--- config.mk ---
export PLATFORM = sky130hd
export DESIGN_NAME = watchdog_timer_with_magic_close_unit_flat
export DESIGN_NICKNAME = d
export VERILOG_FILES = /design/src/rtl/wdt_pkg.sv /design/src/rtl/wdt_req_if.sv /design/src/rtl/wdt_rsp_if.sv /design/src/rtl/wdt_core.sv /design/src/rtl/watchdog_timer_with_magic_close_unit.sv /design/src/flat_wrapper.sv
export SDC_FILE = /design/constraint.sdc
export NUM_CORES = 1
export LEC_CHECK = 0
export BUFFER_PORTS_ARGS = -buffer_cell sky130_fd_sc_hd__buf_4
export CAP_MARGIN = 20
export CORE_ASPECT_RATIO = 1.75
export CORE_UTILIZATION = 44
export DETAILED_ROUTE_END_ITERATION = 10
export PLACE_DENSITY = 0.65
export SLEW_MARGIN = 20
export SYNTH_ARGS = -nofsm -noshare
export SYNTH_HDL_FRONTEND = slang
export SYNTH_HIERARCHICAL = 1
export SYNTH_SLANG_ARGS = --single-unit
--- constraint.sdc ---
create_clock -name clk -period 2.6 [get_ports clk]
set_input_delay 0.52 -clock clk [delete_from_list [all_inputs] [get_ports clk]]
set_output_delay 0.52 -clock clk [all_outputs]
set_load 0.005 [all_outputs]
--- src/rtl/wdt_pkg.sv ---
`timescale 1ns / 1ps
// ----------------------------------------------------------------------------
// Watchdog package
// Command and status codes, option flags and the word types shared by the
// watchdog top level and its core.
// ----------------------------------------------------------------------------
package wdt_pkg;

    typedef enum logic [3:0] {
        CMD_TICK        = 4'd0,
        CMD_OPEN        = 4'd1,
        CMD_CLOSE       = 4'd2,
        CMD_WRITE_BYTE  = 4'd3,
        CMD_GET_SUPPORT = 4'd4,
        CMD_GET_STATUS  = 4'd5,
        CMD_GET_BOOT    = 4'd6,
        CMD_GET_TEMP    = 4'd7,
        CMD_SET_OPTIONS = 4'd8,
        CMD_KEEPALIVE   = 4'd9,
        CMD_SET_TIMEOUT = 4'd10,
        CMD_GET_TIMEOUT = 4'd11,
        CMD_SET_PRE     = 4'd12,
        CMD_GET_PRE     = 4'd13,
        CMD_GET_LEFT    = 4'd14,
        CMD_UNKNOWN     = 4'd15
    } cmd_t;

    typedef enum logic [2:0] {
        ST_OK       = 3'd0,
        ST_BAD_ADDR = 3'd1,
        ST_INVALID  = 3'd2,
        ST_NOT_SUPP = 3'd3,
        ST_UNKNOWN  = 3'd4
    } status_t;

    localparam logic [15:0] OPT_SETTIMEOUT = 16'h0080;
    localparam logic [15:0] OPT_MAGICCLOSE = 16'h0100;
    localparam logic [15:0] OPT_KEEPALIVE  = 16'h8000;

    localparam logic [7:0]  MAGIC_BYTE     = 8'h56;   // 'V'
    localparam int          RESET_TIMEOUT  = 60;

    typedef struct packed {
        cmd_t               cmd;
        logic               arg_present;
        logic signed [31:0] value;
        logic [7:0]         data_byte;
    } wdt_req_t;

    typedef struct packed {
        status_t     status;
        logic [15:0] read_value;
        logic        support_ack;
        logic        reset_request;
    } wdt_rsp_t;

endpackage

--- src/rtl/wdt_req_if.sv ---
`timescale 1ns / 1ps
// ----------------------------------------------------------------------------
// Watchdog command channel
// Valid/ready channel carrying one command word.
// ----------------------------------------------------------------------------
interface wdt_req_if;
    logic               valid;
    logic               ready;
    logic [3:0]         cmd;
    logic               arg_present;
    logic signed [31:0] value;
    logic [7:0]         data_byte;

    modport source (output valid, cmd, arg_present, value, data_byte, input ready);
    modport sink   (input valid, cmd, arg_present, value, data_byte, output ready);
endinterface

--- src/rtl/wdt_rsp_if.sv ---
`timescale 1ns / 1ps
// ----------------------------------------------------------------------------
// Watchdog response channel
// Valid/ready channel carrying one response word.
// ----------------------------------------------------------------------------
interface wdt_rsp_if;
    logic        valid;
    logic        ready;
    logic [2:0]  status;
    logic [15:0] read_value;
    logic        support_ack;
    logic        reset_request;

    modport source (output valid, status, read_value, support_ack, reset_request,
                    input ready);
    modport sink   (input valid, status, read_value, support_ack, reset_request,
                    output ready);
endinterface

--- src/rtl/wdt_core.sv ---
`timescale 1ns / 1ps
// ----------------------------------------------------------------------------
// Watchdog core
// Timer state and command decode. The response is combinational from the
// command word and the state; the state updates when fire is high.
// ----------------------------------------------------------------------------
module wdt_core #(
    parameter int MAX_TIMEOUT_SECONDS = 3600,
    parameter int TICKS_PER_SECOND    = 1000
) (
    input  logic             clk,
    input  logic             rst_n,
    input  logic             fire,
    input  wdt_pkg::wdt_req_t req,
    output wdt_pkg::wdt_rsp_t rsp
);
    import wdt_pkg::*;

    localparam int TW_RAW = $clog2(MAX_TIMEOUT_SECONDS + 1);
    localparam int TW     = (TW_RAW > 6) ? TW_RAW : 6;
    localparam int RW     = (TICKS_PER_SECOND > 1) ? $clog2(TICKS_PER_SECOND) : 1;
    localparam logic [RW-1:0] MS_TOP = RW'(TICKS_PER_SECOND - 1);

    // countdown held as whole seconds plus ticks (milliseconds at the default rate) left in the current one
    logic          armed_reg,   armed_next;
    logic          magic_reg,   magic_next;
    logic [TW-1:0] timeout_reg, timeout_next;
    logic [TW-1:0] pre_reg,     pre_next;
    logic [TW-1:0] sec_reg,     sec_next;
    logic [RW-1:0] ms_reg,      ms_next;

    logic          needs_arg;
    logic          reload;
    logic          cnt_zero;
    logic [TW-1:0] sec_dec;
    logic [RW-1:0] ms_dec;
    logic          to_ok;
    logic          pre_ok;

    assign cnt_zero = (sec_reg == '0) && (ms_reg == '0);
    assign to_ok    = !req.value[31] && (req.value != 32'sd0)
                      && (req.value[30:0] <= 31'(MAX_TIMEOUT_SECONDS));
    assign pre_ok   = !req.value[31] && (req.value[30:0] < 31'(timeout_reg));

    always_comb
    begin
        unique case (req.cmd) inside
            CMD_GET_SUPPORT, CMD_GET_STATUS, CMD_GET_BOOT, CMD_SET_OPTIONS,
            CMD_SET_TIMEOUT, CMD_GET_TIMEOUT, CMD_SET_PRE, CMD_GET_PRE,
            CMD_GET_LEFT:
                needs_arg = 1'b1;
            default:
                needs_arg = 1'b0;
        endcase
    end

    always_comb
    begin
        if (cnt_zero)
        begin
            sec_dec = sec_reg;
            ms_dec  = ms_reg;
        end
        else if (ms_reg == '0)
        begin
            sec_dec = sec_reg - 1'b1;
            ms_dec  = MS_TOP;
        end
        else
        begin
            sec_dec = sec_reg;
            ms_dec  = ms_reg - 1'b1;
        end
    end

    always_comb
    begin
        armed_next   = armed_reg;
        magic_next   = magic_reg;
        timeout_next = timeout_reg;
        pre_next     = pre_reg;
        sec_next     = sec_reg;
        ms_next      = ms_reg;
        reload       = 1'b0;
        rsp.status        = ST_OK;
        rsp.read_value    = '0;
        rsp.support_ack   = 1'b0;
        rsp.reset_request = 1'b0;

        if (needs_arg && !req.arg_present)
        begin
            rsp.status = ST_BAD_ADDR;
        end
        else
        begin
            unique case (req.cmd)
                CMD_TICK:
                begin
                    if (armed_reg)
                    begin
                        sec_next = sec_dec;
                        ms_next  = ms_dec;
                        if ((sec_dec == '0) && (ms_dec == '0))
                        begin
                            armed_next        = 1'b0;
                            rsp.reset_request = 1'b1;
                        end
                    end
                end
                CMD_OPEN:
                begin
                    armed_next = 1'b1;
                    magic_next = 1'b0;
                    reload     = 1'b1;
                end
                CMD_CLOSE:
                begin
                    if (magic_reg)
                        armed_next = 1'b0;
                    magic_next = 1'b0;
                end
                CMD_WRITE_BYTE:
                begin
                    if (req.data_byte == MAGIC_BYTE)
                        magic_next = 1'b1;
                    reload = 1'b1;
                end
                CMD_GET_SUPPORT:
                begin
                    rsp.read_value  = OPT_SETTIMEOUT | OPT_KEEPALIVE | OPT_MAGICCLOSE;
                    rsp.support_ack = 1'b1;
                end
                CMD_GET_STATUS:
                begin
                    if (armed_reg)
                        rsp.read_value = OPT_KEEPALIVE | OPT_SETTIMEOUT;
                end
                CMD_GET_BOOT:
                begin
                    rsp.read_value = '0;
                end
                CMD_GET_TEMP:
                begin
                    rsp.status = ST_NOT_SUPP;
                end
                CMD_SET_OPTIONS:
                begin
                    if (req.value[0])
                        armed_next = 1'b0;
                    if (req.value[1])
                    begin
                        armed_next = 1'b1;
                        reload     = 1'b1;
                    end
                end
                CMD_KEEPALIVE:
                begin
                    reload = 1'b1;
                end
                CMD_SET_TIMEOUT:
                begin
                    if (to_ok)
                    begin
                        timeout_next   = TW'(req.value[30:0]);
                        reload         = 1'b1;
                        rsp.read_value = 16'(req.value[30:0]);
                    end
                    else
                    begin
                        rsp.status = ST_INVALID;
                    end
                end
                CMD_GET_TIMEOUT:
                begin
                    rsp.read_value = 16'(timeout_reg);
                end
                CMD_SET_PRE:
                begin
                    if (pre_ok)
                    begin
                        pre_next       = TW'(req.value[30:0]);
                        rsp.read_value = 16'(req.value[30:0]);
                    end
                    else
                    begin
                        rsp.status = ST_INVALID;
                    end
                end
                CMD_GET_PRE:
                begin
                    rsp.read_value = 16'(pre_reg);
                end
                CMD_GET_LEFT:
                begin
                    // ceil to whole seconds: a part-used second counts as one
                    if (armed_reg && !cnt_zero)
                        rsp.read_value = 16'(sec_reg) + 16'(ms_reg != '0);
                end
                default:
                begin
                    rsp.status = ST_UNKNOWN;
                end
            endcase
        end

        if (reload)
        begin
            sec_next = timeout_next;
            ms_next  = '0;
        end
    end

    always_ff @(posedge clk or negedge rst_n)
    begin
        if (!rst_n)
        begin
            armed_reg   <= 1'b0;
            magic_reg   <= 1'b0;
            timeout_reg <= TW'(RESET_TIMEOUT);
            pre_reg     <= '0;
            sec_reg     <= '0;
            ms_reg      <= '0;
        end
        else if (fire)
        begin
            armed_reg   <= armed_next;
            magic_reg   <= magic_next;
            timeout_reg <= timeout_next;
            pre_reg     <= pre_next;
            sec_reg     <= sec_next;
            ms_reg      <= ms_next;
        end
    end

    a_ms_range: assert property (@(posedge clk) disable iff (!rst_n)
        ms_reg <= MS_TOP)
        else $error("millisecond count out of range");

    a_timeout_nonzero: assert property (@(posedge clk) disable iff (!rst_n)
        timeout_reg != '0)
        else $error("timeout register holds zero");

    a_expire_disarms: assert property (@(posedge clk) disable iff (!rst_n)
        fire && rsp.reset_request |=> !armed_reg && (sec_reg == '0) && (ms_reg == '0))
        else $error("expiry left the timer armed or counting");

    a_open_arms: assert property (@(posedge clk) disable iff (!rst_n)
        fire && (req.cmd == CMD_OPEN) |=> armed_reg && !magic_reg
            && (sec_reg == timeout_reg) && (ms_reg == '0))
        else $error("open did not arm and reload");

endmodule

--- src/rtl/watchdog_timer_with_magic_close_unit.sv ---
`timescale 1ns / 1ps
// ----------------------------------------------------------------------------
// Watchdog timer with magic close
// Command-driven watchdog: millisecond ticks, keepalive, magic-close disarm
// and timeout/pretimeout register access.
// ----------------------------------------------------------------------------
// Usage:
//   req carries one command word (cmd, arg_present, value, data_byte); rsp
//   returns exactly one response word (status, read_value, support_ack,
//   reset_request) per command, in order.
//   A command is registered on acceptance and decoded against the timer state
//   from the input register; the response is loaded into the output register
//   when that register is empty or its word is being taken. One command per
//   cycle is sustained while rsp is not stalled; the decode between the two
//   registers is combinational.
//   reset_request is high in the response to the tick on which the armed
//   countdown runs out; the timer is then disarmed.
//   Reset leaves the timer disarmed, magic close cleared, timeout 60 s,
//   pretimeout 0 and the countdown at zero.
//   While rsp is stalled the response word holds and one more command is
//   taken into the input register; req.ready then drops until rsp moves.
// ----------------------------------------------------------------------------
module watchdog_timer_with_magic_close_unit #(
    parameter int MAX_TIMEOUT_SECONDS = 3600,
    parameter int TICKS_PER_SECOND    = 1000
) (
    input  logic       clk,
    input  logic       rst_n,
    wdt_req_if.sink    req,
    wdt_rsp_if.source  rsp
);
    import wdt_pkg::*;

    logic     in_valid_reg;
    wdt_req_t in_word_reg;
    logic     out_valid_reg;
    wdt_rsp_t out_word_reg;
    wdt_rsp_t core_rsp;
    wdt_req_t in_word_next;
    logic     advance;
    logic     take;

    assign advance   = in_valid_reg && (!out_valid_reg || rsp.ready);
    assign req.ready = !in_valid_reg || advance;
    assign take      = req.valid && req.ready;

    assign in_word_next.cmd         = cmd_t'(req.cmd);
    assign in_word_next.arg_present = req.arg_present;
    assign in_word_next.value       = req.value;
    assign in_word_next.data_byte   = req.data_byte;

    wdt_core #(
        .MAX_TIMEOUT_SECONDS (MAX_TIMEOUT_SECONDS),
        .TICKS_PER_SECOND    (TICKS_PER_SECOND)
    ) u_core (
        .clk   (clk),
        .rst_n (rst_n),
        .fire  (advance),
        .req   (in_word_reg),
        .rsp   (core_rsp)
    );

    always_ff @(posedge clk or negedge rst_n)
    begin
        if (!rst_n)
        begin
            in_valid_reg  <= 1'b0;
            out_valid_reg <= 1'b0;
        end
        else
        begin
            if (take)
                in_valid_reg <= 1'b1;
            else if (advance)
                in_valid_reg <= 1'b0;

            if (advance)
                out_valid_reg <= 1'b1;
            else if (rsp.ready)
                out_valid_reg <= 1'b0;
        end
    end

    always_ff @(posedge clk)
    begin
        if (take)
            in_word_reg <= in_word_next;
        if (advance)
            out_word_reg <= core_rsp;
    end

    assign rsp.valid         = out_valid_reg;
    assign rsp.status        = out_word_reg.status;
    assign rsp.read_value    = out_word_reg.read_value;
    assign rsp.support_ack   = out_word_reg.support_ack;
    assign rsp.reset_request = out_word_reg.reset_request;

endmodule
--- src/flat_wrapper.sv ---
// flat-port wrapper written by rule: the top's interface ports become plain ports
module watchdog_timer_with_magic_close_unit_flat import wdt_pkg::*;
#(
    parameter int MAX_TIMEOUT_SECONDS = 3600,
    parameter int TICKS_PER_SECOND    = 1000
)
  (clk, rst_n, req_valid, req_cmd, req_arg_present, req_value, req_data_byte, req_ready, rsp_valid, rsp_status, rsp_read_value, rsp_support_ack, rsp_reset_request, rsp_ready);
  wdt_req_if req_i ();
  wdt_rsp_if rsp_i ();
  input  logic clk;
  input  logic rst_n;
  input wire logic [$bits(req_i.valid)-1:0] req_valid;
  input wire logic [$bits(req_i.cmd)-1:0] req_cmd;
  input wire logic [$bits(req_i.arg_present)-1:0] req_arg_present;
  input wire logic [$bits(req_i.value)-1:0] req_value;
  input wire logic [$bits(req_i.data_byte)-1:0] req_data_byte;
  output wire logic [$bits(req_i.ready)-1:0] req_ready;
  output wire logic [$bits(rsp_i.valid)-1:0] rsp_valid;
  output wire logic [$bits(rsp_i.status)-1:0] rsp_status;
  output wire logic [$bits(rsp_i.read_value)-1:0] rsp_read_value;
  output wire logic [$bits(rsp_i.support_ack)-1:0] rsp_support_ack;
  output wire logic [$bits(rsp_i.reset_request)-1:0] rsp_reset_request;
  input wire logic [$bits(rsp_i.ready)-1:0] rsp_ready;
  assign req_i.valid = req_valid;
  assign req_i.cmd = req_cmd;
  assign req_i.arg_present = req_arg_present;
  assign req_i.value = req_value;
  assign req_i.data_byte = req_data_byte;
  assign req_ready = req_i.ready;
  assign rsp_valid = rsp_i.valid;
  assign rsp_status = rsp_i.status;
  assign rsp_read_value = rsp_i.read_value;
  assign rsp_support_ack = rsp_i.support_ack;
  assign rsp_reset_request = rsp_i.reset_request;
  assign rsp_i.ready = rsp_ready;
  watchdog_timer_with_magic_close_unit #(.MAX_TIMEOUT_SECONDS(MAX_TIMEOUT_SECONDS), .TICKS_PER_SECOND(TICKS_PER_SECOND)) u_core (.clk(clk), .rst_n(rst_n), .req(req_i), .rsp(rsp_i));
endmodule
=== After elaboration in Yosys (flattened, before gate mapping) ===
Cells that the tools add are included.

* Add/subtract/negate cells: 3
* $lt $le $gt $ge: 2
* Equal/unequal tests: 19
* Multiplexer cells: 42
* Bitwise gates (word level): 3
* Reduce and logical (&&, ||, !) cells: 38

{| class="wikitable"
|+ Operators by type and width
! operator !! count
|-
| $pmux W16 S7 || 1
|-
| $mux W12 || 9
|-
| $mux W10 || 6
|-
| $mux W16 || 3
|-
| $reduce_bool A32 Y1 || 1
|-
| $le A31 B12 Y1 const B || 1
|-
| $lt A31 B12 Y1 || 1
|-
| $eq A4 B4 Y1 const B || 7
|-
| $logic_not A12 Y1 || 2
|-
| $logic_not A10 Y1 || 2
|-
| $eq A4 B3 Y1 const B || 4
|-
| $mux W1 || 16
|-
| $add A12 B1 Y13 || 1
|-
| $mux W13 || 1
|-
| $pmux W3 S4 || 1
|-
| $reduce_and A4 Y1 || 3
|-
| $reduce_or A12 Y1 || 1
|-
| $sub A12 B1 Y12 const B || 1
|-
| $reduce_bool A10 Y1 || 1
|-
| $reduce_bool A2 Y1 || 5
|-
| $sub A10 B1 Y10 const B || 1
|-
| $logic_and A1 B1 Y1 || 9
|-
| $reduce_or A9 Y1 || 1
|-
| $eq A4 B2 Y1 const B || 2
|-
| other kinds (16) || 27
|}

* Register bits: 116
* Logic and storage cells: 123

=== Longest topological paths before layout ===
Gate-level depths: netlist of run 1.

* Depth after elaboration: 8
* Gate-level depth with buffers: 14
* Depth with buffers taken out: 13

=== By module ===
Netlist of run 1, hierarchy kept.

{| class="wikitable"
|+ Modules (own cells, without submodules)
! module !! times used !! cells an instance !! area each (µm²) !! seq. area each (µm²)
|-
| wdt_core || 1 || 539 || 4314.1 || 1206.2
|-
| watchdog_timer_with_magic_close_unit || 1 || 74 || 2085.8 || 2031.9
|}

=== Worst setup path after synthesis of run 1 ===
Ideal clock, no wire load.

* Kind: in2reg
* Start point: input rsp_ready
* End point: register u_core.u_core.ms_reg[9]
* Library setup time: 0.130 ns
* Arrival: 2.469 ns
* Required time: 2.470 ns
* Path slack: 0.002 ns
* Stages on the path: 10
* Path through: nand2b_1 > and2_1 > inv_1 > a311oi_1 > o21ai_0 > o21a_1 > buf_2 > clkbuf_1 > a32oi_1 > o41ai_1

* Word-level cells in the longest chain between the ends: 3

{| class="wikitable"
|+ RTL lines
! what !! line !! text
|-
| start: declaration || flat_wrapper.sv:23 || <nowiki>input wire logic [$bits(rsp_i.ready)-1:0] rsp_ready;</nowiki>
|-
| $logic_or A1 B1 Y1 || watchdog_timer_with_magic_close_unit.sv:43 || <nowiki>assign advance = in_valid_reg && (!out_valid_reg || rsp.ready);</nowiki>
|-
| $logic_and A1 B1 Y1 || watchdog_timer_with_magic_close_unit.sv:43 ||
|-
| via u_core.advance || watchdog_timer_with_magic_close_unit.sv:40 || <nowiki>logic advance;</nowiki>
|-
| $reduce_and A4 Y1 (no source line) || - ||
|-
| end signal: assignment || wdt_core.sv:231 || <nowiki>ms_reg <= ms_next;</nowiki>
|-
| end: declaration || wdt_core.sv:30 || <nowiki>logic [RW-1:0] ms_reg, ms_next;</nowiki>
|}

The timed path passes the listed nets, and every way through them passes these cells.
A chain may end at the register's enable or synchronous reset.

=== Final worst setup path of run 1 ===
* Start point: register u_core.u_core.ms_reg[7]
* End point: register u_core.out_word_reg, in the netlist u_core/rsp.reset_request (data pin)

* Word-level cells in the longest chain between the ends: 6
* Elaborated cells on any way between the ends: 11

{| class="wikitable"
|+ RTL lines
! what !! line !! text
|-
| $sub A10 B1 Y10 or $logic_not A10 Y1 (tied branches) || wdt_core.sv:72, wdt_core.sv:40, wdt_core.sv:64 ||
|-
| $mux W10, or another cell as far along || wdt_core.sv:64 || <nowiki>else if (ms_reg == '0)</nowiki>
|-
| $mux W10 or $mux W12 (tied branches) || wdt_core.sv:59 || <nowiki>if (cnt_zero)</nowiki>
|-
| $logic_not A10 Y1 or $logic_not A12 Y1 (tied branches) || wdt_core.sv:103 || <nowiki>if ((sec_dec == '0) && (ms_dec == '0))</nowiki>
|-
| $logic_and A1 B1 Y1 * || wdt_core.sv:103 ||
|-
| $mux W1 * || wdt_core.sv:103 ||
|-
| end signal: assignment || watchdog_timer_with_magic_close_unit.sv:89 || <nowiki>out_word_reg <= core_rsp;</nowiki>
|-
| end: declaration || watchdog_timer_with_magic_close_unit.sv:37 || <nowiki>wdt_rsp_t out_word_reg;</nowiki>
|}

Every way passes the cells marked *; elsewhere a longest branch is shown, timed or not.

==> summary.md, run 1 <==
| Metric | Value |
|---|---|
| Final hold slack | `154.3 ps` |
| H-Tree Depth | `4` |
| Worst Tran Pin Value | `695.3 ps` |
| Clock slew seen by the registers of the worst setup and hold paths | `60 ps` |
| Largest family of logic cells by synthesized area | `simple AND/OR/NAND/NOR gates` |
| Total length of routed met3 wires | `850 um` |
| Final Wtd Congestion | `0.9616` |
| Post-synth EDFFs | `66` |
| Worst setup path class | `register to register` |
| Worst reg2reg setup slack | `60 ps` |
| Total CTS buffers | `17` |
| Finish-stage setup viols | `0` |
| Synth Area in Adders | `0.03324` |
| Die Y | `161.5 um` |
| Yosys warns | `6` |
| Std-Cell Rows | `58` |
| Storage cell area | `0.003238 sq mm` |
| Bufs on Longest Clock Path | `2` |
| Iter 0 DRT Violations | `399` |
| P&R area growth vs syn | `28.68%` |
| R2R depth | `10` |
| Synth Area in Compound Gates | `0.1544` |
| Final core occ | `0.5761` |
| Routed WL per cell | `20.64 um` |
| Clock root cell | `clkbuf_16` |
| Cell with the most instances after synthesis | `edfxtp_1` |
| Finished Layout Cells | `936` |
| Final net count | `809` |
| Status | `completed` |
| Drt drc | `0` |
| Critical Path End Type | `register` |
| Congestion Overflow GR | `0` |
| Area of the multi-input gates | `0.002917 sq mm` |
| Post-Syn Instances | `613` |
| Reg-to-Reg End | `u_core/rsp.reset_request$_DFFE_PP_` |
| Post-synth ARST share | `0.4310` |
| Max reg flops | `45` |
| First-pass GRT wire length | `29.62 mm` |
| # IOs | `72` |
| Yosys top cell by area | `edfxtp_1` |
| Largest net degree at the start of global routing | `51` |
| Final min period | `2539 ps` |
| Die W | `93.17 um` |
| CTS tree | `built` |
| Mux cell area share after synthesis | `0.05122` |
| Post-synthesis simple-gate area fraction | `0.1871` |
| HPWL after DPL | `14.57 mm` |
| Core Area | `0.01430 sq mm` |
| Synth Area per Inst | `10.44 sq um` |
| Slew Viols, Final | `0` |
| CP endpoint | `u_core/rsp.reset_request$_DFFE_PP_` |
| Pwr Total | `6.420 mW` |
| Clock sink total | `116` |
| Crit path DAT | `2810 ps` |
| Sequential area share after synthesis | `0.5060` |
| Max-cap violations | `0` |
| Mapped Area | `0.006400 sq mm` |
| DR top layer | `met4` |
| Met2 routed wirelength | `10.73 mm` |
| Initial core utilization | `0.4477` |
| Main synth FF type | `edfxtp_1` |
| Pre-Repair DR Iteration Count | `5` |
| Rel. slew slack | `0.5364` |
| Port-buffer cells | `71` |
| Unrepaired setup endpoints after global routing | `true` |
| N_diodes | `0` |
| Netlist cell types | `74` |
| Drt via density | `5.903` |
| Max VDD drop | `0.0005149 V` |
| Synth top area cells | `edfxtp_1 (31%), dfrtp_1 (18%), o21ai_0 (3.7%)` |
| Post-synth top cells | `edfxtp_1 (66), nand2_1 (51), o21ai_0 (47), dfrtp_1 (46), inv_1 (37)` |
| Fillers | `1206` |
| Die area | `0.01505 sq mm` |
| Worst skew pair latency | `410 ps` |
| Crit start category | `register` |
| Leak pwr | `3.427 nW` |
| Most frequent CP cell | `inv_2` |
| Gr usage total | `0.2656` |
| Synth top area share | `0.3097` |
| DR vias | `5525` |
| Vias in the first global route | `5642` |
| Critical-path cell list | `nor4_4 -> and3_4 -> inv_2 -> ha_4 -> inv_2 -> a311oi_2 -> a41oi_2 -> nor4_1 -> and4_2 -> and4_1` |
| Worst Setup SP | `u_core/u_core/ms_reg[7]$_DFFE_PN0P_` |
| Layout cells sized above 1 | `0.3201` |
| Tcrit/Tclk final | `0.9764` |
| Fmax | `393.9 MHz` |
| Slowest cell on crit path | `dfrtp_1` |
| Crit Reg-Reg Startpoint | `u_core/u_core/ms_reg[7]$_DFFE_PN0P_` |
| Crit Path Max Fanout | `2` |
| Fin Clk Skew | `11.02 ps` |
| Inst Count DP | `901` |
| Final ANT Viol Nets | `0` |
| WL final | `19.32 mm` |
| Largest stage delay, worst path | `410 ps` |
| Initial antenna violation count | `0` |
| Met1 wire length | `6.516 mm` |
| # hold bufs at CTS | `0` |
| Power Density | `779.6 mW/mm^2` |
| Post-Synth XOR/XNOR Area | `0.01779` |
| Yosys reg bits | `116` |
| Hold Path Class | `input port to asynchronous set/reset pin` |
| Worst EP required | `2870 ps` |
| Hold Vio Cnt, Final | `0` |
==> cell type report <==
type | instances | area share
sequential | 116 | 0.3932
multi-input combinational | 421 | 0.3541
timing repair buffer | 149 | 0.1373
clock buffer | 17 | 0.05166
tap | 180 | 0.02735
clock inverter | 15 | 0.01899
inverter | 38 | 0.01732
==> power breakdown <==
part	internal, mW	switching, mW
clock	1.41	0.879
sequential	2.16	0.231
combinational	0.788	0.948
==> logic make-up after synthesis <==
logic type               count (synthesis)
AO/OA/AOI/OAI                          157
XOR/XNOR                                13
adder cells (fa/ha/maj)                 17
buffers and inverters                   77
flip-flops                             116
multiplexers                            26
other                                    1
AND/OR/NAND/NOR                        206
==> how the worst min path moves through the flow <==
| stage | cells past startpoint | slack [ps] | end | from |
|---|---|---|---|---|
| 2_1_floorplan | 0 | 220 | u_core/in_valid_reg$_DFFE_PN0P_ | rst_n |
| 3_3_place_gp | 1 | 490 | u_core/u_core/pre_reg[2]$_DFFE_PN0P_ | u_core/u_core/pre_reg[2]$_DFFE_PN0P_ |
| 3_5_place_dp | 1 | 500 | u_core/u_core/pre_reg[8]$_DFFE_PN0P_ | u_core/u_core/pre_reg[8]$_DFFE_PN0P_ |
| 4_1_cts | 1 | 180 | u_core/u_core/sec_reg[6]$_DFFE_PN0P_ | rst_n |
| 5_1_grt | 1 | 210 | u_core/u_core/ms_reg[4]$_DFFE_PN0P_ | rst_n |
| 6_report | 1 | 150 | u_core/u_core/ms_reg[6]$_DFFE_PN0P_ | rst_n |
==> repair_timing <==
action | CTS | global route
gates resized for setup | 1 | 19
hold endpoints to repair | 0 | 0
setup endpoints to repair | 1 | 25
buffers inserted | 0 | 3
pin swaps | 0 | 7
==> critical path, delay by kind of cell (launching register included) <==
| family | cells | cell delay, ps |
|---|---|---|
| AO/OA/AOI/OAI | 2 | 260 |
| adder cells (fa/ha/maj) | 1 | 250 |
| buffers and inverters | 2 | 80 |
| flip-flops | 1 | 410 |
| AND/OR/NAND/NOR | 5 | 1380 |
==> routing by layer <==
layer  GRT usage  vias up
met5           0        -
met4      0.1881        0
met2      0.4950      246
met3     0.04096       85
met1      0.2590     2642
li1            -     2552
==> cell usage in the layout (no fill, tap or decap), drive strengths merged, types with 5 or more instances in the layout <==
cell type | netlist | routed
a31oi | 5 | 5
dfrtp | 46 | 46
nand4 | 13 | 13
and4 | 6 | 6
ha | 17 | 17
xnor2 | 13 | 13
o2bb2ai | 6 | 6
mux2 | 24 | 24
clkinv | 0 | 6
edfxtp | 66 | 66
o22ai | 11 | 11
inv | 38 | 41
nand2b | 5 | 5
nor2 | 31 | 31
nand3 | 26 | 26
o21ai | 48 | 48
a22oi | 14 | 14
buf | 19 | 149
nand2 | 53 | 53
a21oi | 35 | 35
nor4 | 16 | 16
and2 | 5 | 5
and3 | 18 | 18
nor3 | 15 | 15
clkbuf | 20 | 17
==> metrics by stage <==
step | area (sq um) | setup slack [ps] | TNS (ps)
after global routing | 8235 | 0.3100 | 0
final | 8235 | 61.38 | 0
after CTS | 8144 | 6.369 | 0
after global placement | 7562 | -126.9 | -126.9
after detailed placement | 7562 | -112.1 | -112.1
after floorplan | 6404 | 1.708 | 0
(Power assumes the default switching activity.)
==> run 2: changes to the inputs <==
--- a/config.mk
+++ b/config.mk
@@ -10,7 +10,7 @@
 export CORE_ASPECT_RATIO = 1.75
 export CORE_UTILIZATION = 44
 export DETAILED_ROUTE_END_ITERATION = 10
-export PLACE_DENSITY = 0.65
+export PLACE_DENSITY = 0.62
 export SLEW_MARGIN = 20
 export SYNTH_ARGS = -nofsm -noshare
 export SYNTH_HDL_FRONTEND = slang
==> run 2 against run 1 <==
Net effect:
- non-clock buffer count rose by 13
- sequential share of layout area is 1.2 points lower
- global-route usage grew 0.59 points
- highest routed layer unchanged
==> summary.md, run 2 (synthesized netlist as in run 1, its figures left out) <==
| Metric | Value |
|---|---|
| HPWL after DPL | `14.55 mm (-0.12%)` |
| DR vias | `5576 (+0.92%)` |
| Critical Path End Type | `register` |
| Initial antenna violation count | `0 (unchanged)` |
| Drt via density | `5.876 (-0.46%)` |
| Worst setup path class | `register to register` |
| Commonest non-fill, non-tap cells in the layout | `buf_4 (157), edfxtp_1 (66), nand2_1 (51), dfrtp_1 (46), o21ai_0 (42)` |
| CTS tree | `built` |
| Final Wtd Congestion | `0.9126 (-5.1%)` |
| Crit path DAT | `2890 ps (+80 ps)` |
| Routed WL per cell | `21.09 um (+2.2%)` |
| WL final | `20.02 mm (+3.6%)` |
| Clock root cell | `clkbuf_16` |
| Status | `completed` |
| Clock sink total | `116 (unchanged)` |
| Drt drc | `0 (unchanged)` |
| Worst EP required | `2910 ps (+40 ps)` |
| Pre-Repair DR Iteration Count | `5 (unchanged)` |
| Fmax | `387.7 MHz (-1.6%)` |
| Setup ws final | `20.36 ps (-41.01 ps)` |
| Design Area, Final | `0.008486 sq mm (+3.0%)` |
| Crit Path Max Fanout | `4 (+2)` |
| Initial core utilization | `0.4477 (unchanged)` |
| Largest net degree at the start of global routing | `51 (unchanged)` |
| Iter 0 DRT Violations | `442 (+11%)` |
| Pre-CTS worst setup slack | `-299.5 ps (-187.4 ps)` |
| Gr usage total | `0.2715 (+0.005866)` |
| Final min period | `2580 ps (+41.01 ps)` |
| Leak pwr | `3.538 nW (+3.3%)` |
| Final hold slack | `164.2 ps (+9.869 ps)` |
| # IOs | `72 (unchanged)` |
| Congestion Overflow GR | `0 (unchanged)` |
| Most frequent CP cell | `buf_4` |
| Hold Vio Cnt, Final | `0 (unchanged)` |
| Vias in the first global route | `5820 (+3.2%)` |
| Max reg flops | `45 (unchanged)` |
| Finish-stage setup viols | `0 (unchanged)` |
| Port-buffer cells | `71 (unchanged)` |
| H-Tree Depth | `4 (unchanged)` |
| First-pass GRT wire length | `30.35 mm (+2.5%)` |
| Die W | `93.17 um (unchanged)` |
| Core Area | `0.01430 sq mm (unchanged)` |
| Rel. slew slack | `0.5179 (-0.01857)` |
| Bufs on Longest Clock Path | `2 (unchanged)` |
| Std-Cell Rows | `58 (unchanged)` |
| Unrepaired setup endpoints after global routing | `true` |
| P&R area growth vs syn | `32.59%` |
| Clock slew seen by the registers of the worst setup and hold paths | `50 ps (about the same)` |
| Max-cap violations | `0 (unchanged)` |
| Total CTS buffers | `17 (unchanged)` |
| # hold bufs at CTS | `0 (unchanged)` |
| Max VDD drop | `0.0006208 V (+21%)` |
| Hold Path Class | `input port to asynchronous set/reset pin` |
| Leading cell type in the layout, fill and taps excluded | `buf_4` |
| Worst skew pair latency | `410 ps (about the same)` |
| N_diodes | `0 (unchanged)` |
| Die Y | `161.5 um (unchanged)` |
| Die area | `0.01505 sq mm (unchanged)` |
| Slowest cell on crit path | `or4b_2` |
| Fin Clk Skew | `13.49 ps (+2.473 ps)` |
| Tcrit/Tclk final | `0.9922 (+0.01577)` |
| Placed cell areas | `0.007650 sq mm (+1.2%)` |
| Final core occ | `0.5936 (+0.01750)` |
| Final ANT Viol Nets | `0 (unchanged)` |
| Critical-path cell list | `inv_2 -> buf_4 -> ha_1 -> or4b_2 -> nor4b_2 -> a221oi_1 -> a21boi_1 -> and4_1 -> buf_4 -> o31ai_2` |
| Final net count | `822 (+1.6%)` |
| Worst Tran Pin Value | `723.2 ps (+27.86 ps)` |
| Layout cells sized above 1 | `0.3433 (+0.02320)` |
| Largest stage delay, worst path | `640 ps (+230 ps)` |
| Pwr Total | `6.653 mW (+3.6%)` |
| Slew Viols, Final | `0 (unchanged)` |
| Crit start category | `register` |
| Power Density | `784.0 mW/mm^2 (+0.57%)` |
[run 2: changes by cell type in the layout (fill, tap and decap cells not counted), moves of 3 or more]
cell / before / now
buf_4: 148 / 157
inv_6: 3 / 0
buf_6: 0 / 3
ha_4: 1 / 4
clkinvlp_4: 4 / 1
clkbuf_1: 0 / 4
[run 2: critical path: cells and delay by family (launching register included)]
kind | cells | cell delay, ps
DFF | 1 | 410
buffers and inverters | 3 | 340
adders and majority gates | 1 | 160
and+or+nand+nor | 3 | 1090
AOI/OAI and AO/OA | 3 | 470
[run 2: worst paths after layout]
kind | startpoint | end | slack (ps) | depth (start not counted)
worst min register to register | u_core/u_core/pre_reg[4]$_DFFE_PN0P_ | u_core/u_core/pre_reg[4]$_DFFE_PN0P_ | 500 | 1
min in group clk | req_data_byte[5] | u_core/in_word_reg[5]$_DFFE_PP_ | 280 | 1
worst max register to register | u_core/u_core/ms_reg[1]$_DFFE_PN0P_ | u_core/u_core/armed_reg$_DFFE_PN0P_ | 20 | 10
max in group asynchronous | rst_n | u_core/u_core/pre_reg[7]$_DFFE_PN0P_ | 1950 | 1
worst max-delay path | u_core/u_core/ms_reg[1]$_DFFE_PN0P_ | u_core/u_core/armed_reg$_DFFE_PN0P_ | 20 | 10
worst min-delay path | rst_n | u_core/u_core/sec_reg[2]$_DFFE_PN0P_ | 160 | 1
[run 2: layout make-up]
class	count	area, sq um
Multi-Input combinational cell	421	3017
Clock buffer	22	454.2
Tap cell	180	225.2
Clock inverter	10	156.4
Fill cell	1187	5811
Inverter	38	142.6
Timing Repair Buffer	162	1252
Sequential cell	116	3238
[run 2: repair_timing]
action,CTS,global route
cloned,0,1
buffers inserted,0,5
gates resized for setup,6,36
setup endpoints to repair,6,54
pin swaps,0,6
[run 2: power by group]
group	internal (mW)	total, mW	leakage (nW)	switching [mW]
combinational	0.833	1.80	1.96	0.969
sequential	2.16	2.38	1.28	0.223
clock	1.62	2.47	0.298	0.843
total	4.62	6.65	3.54	2.03
[run 2: metal layers]
layer	routed length (um)	track usage
met1	7014	0.2778
met2	10940	0.4936
met3	779	0.04237
met4	1286	0.1874
met5	0	0
[run 2: through the flow]
step           cells  setup TNS, ps
2_1_floorplan    614              0
3_3_place_gp     911         -417.6
3_5_place_dp     911         -448.8
4_1_cts          943         -46.63
5_1_grt          949         -66.78
6_report         949              0
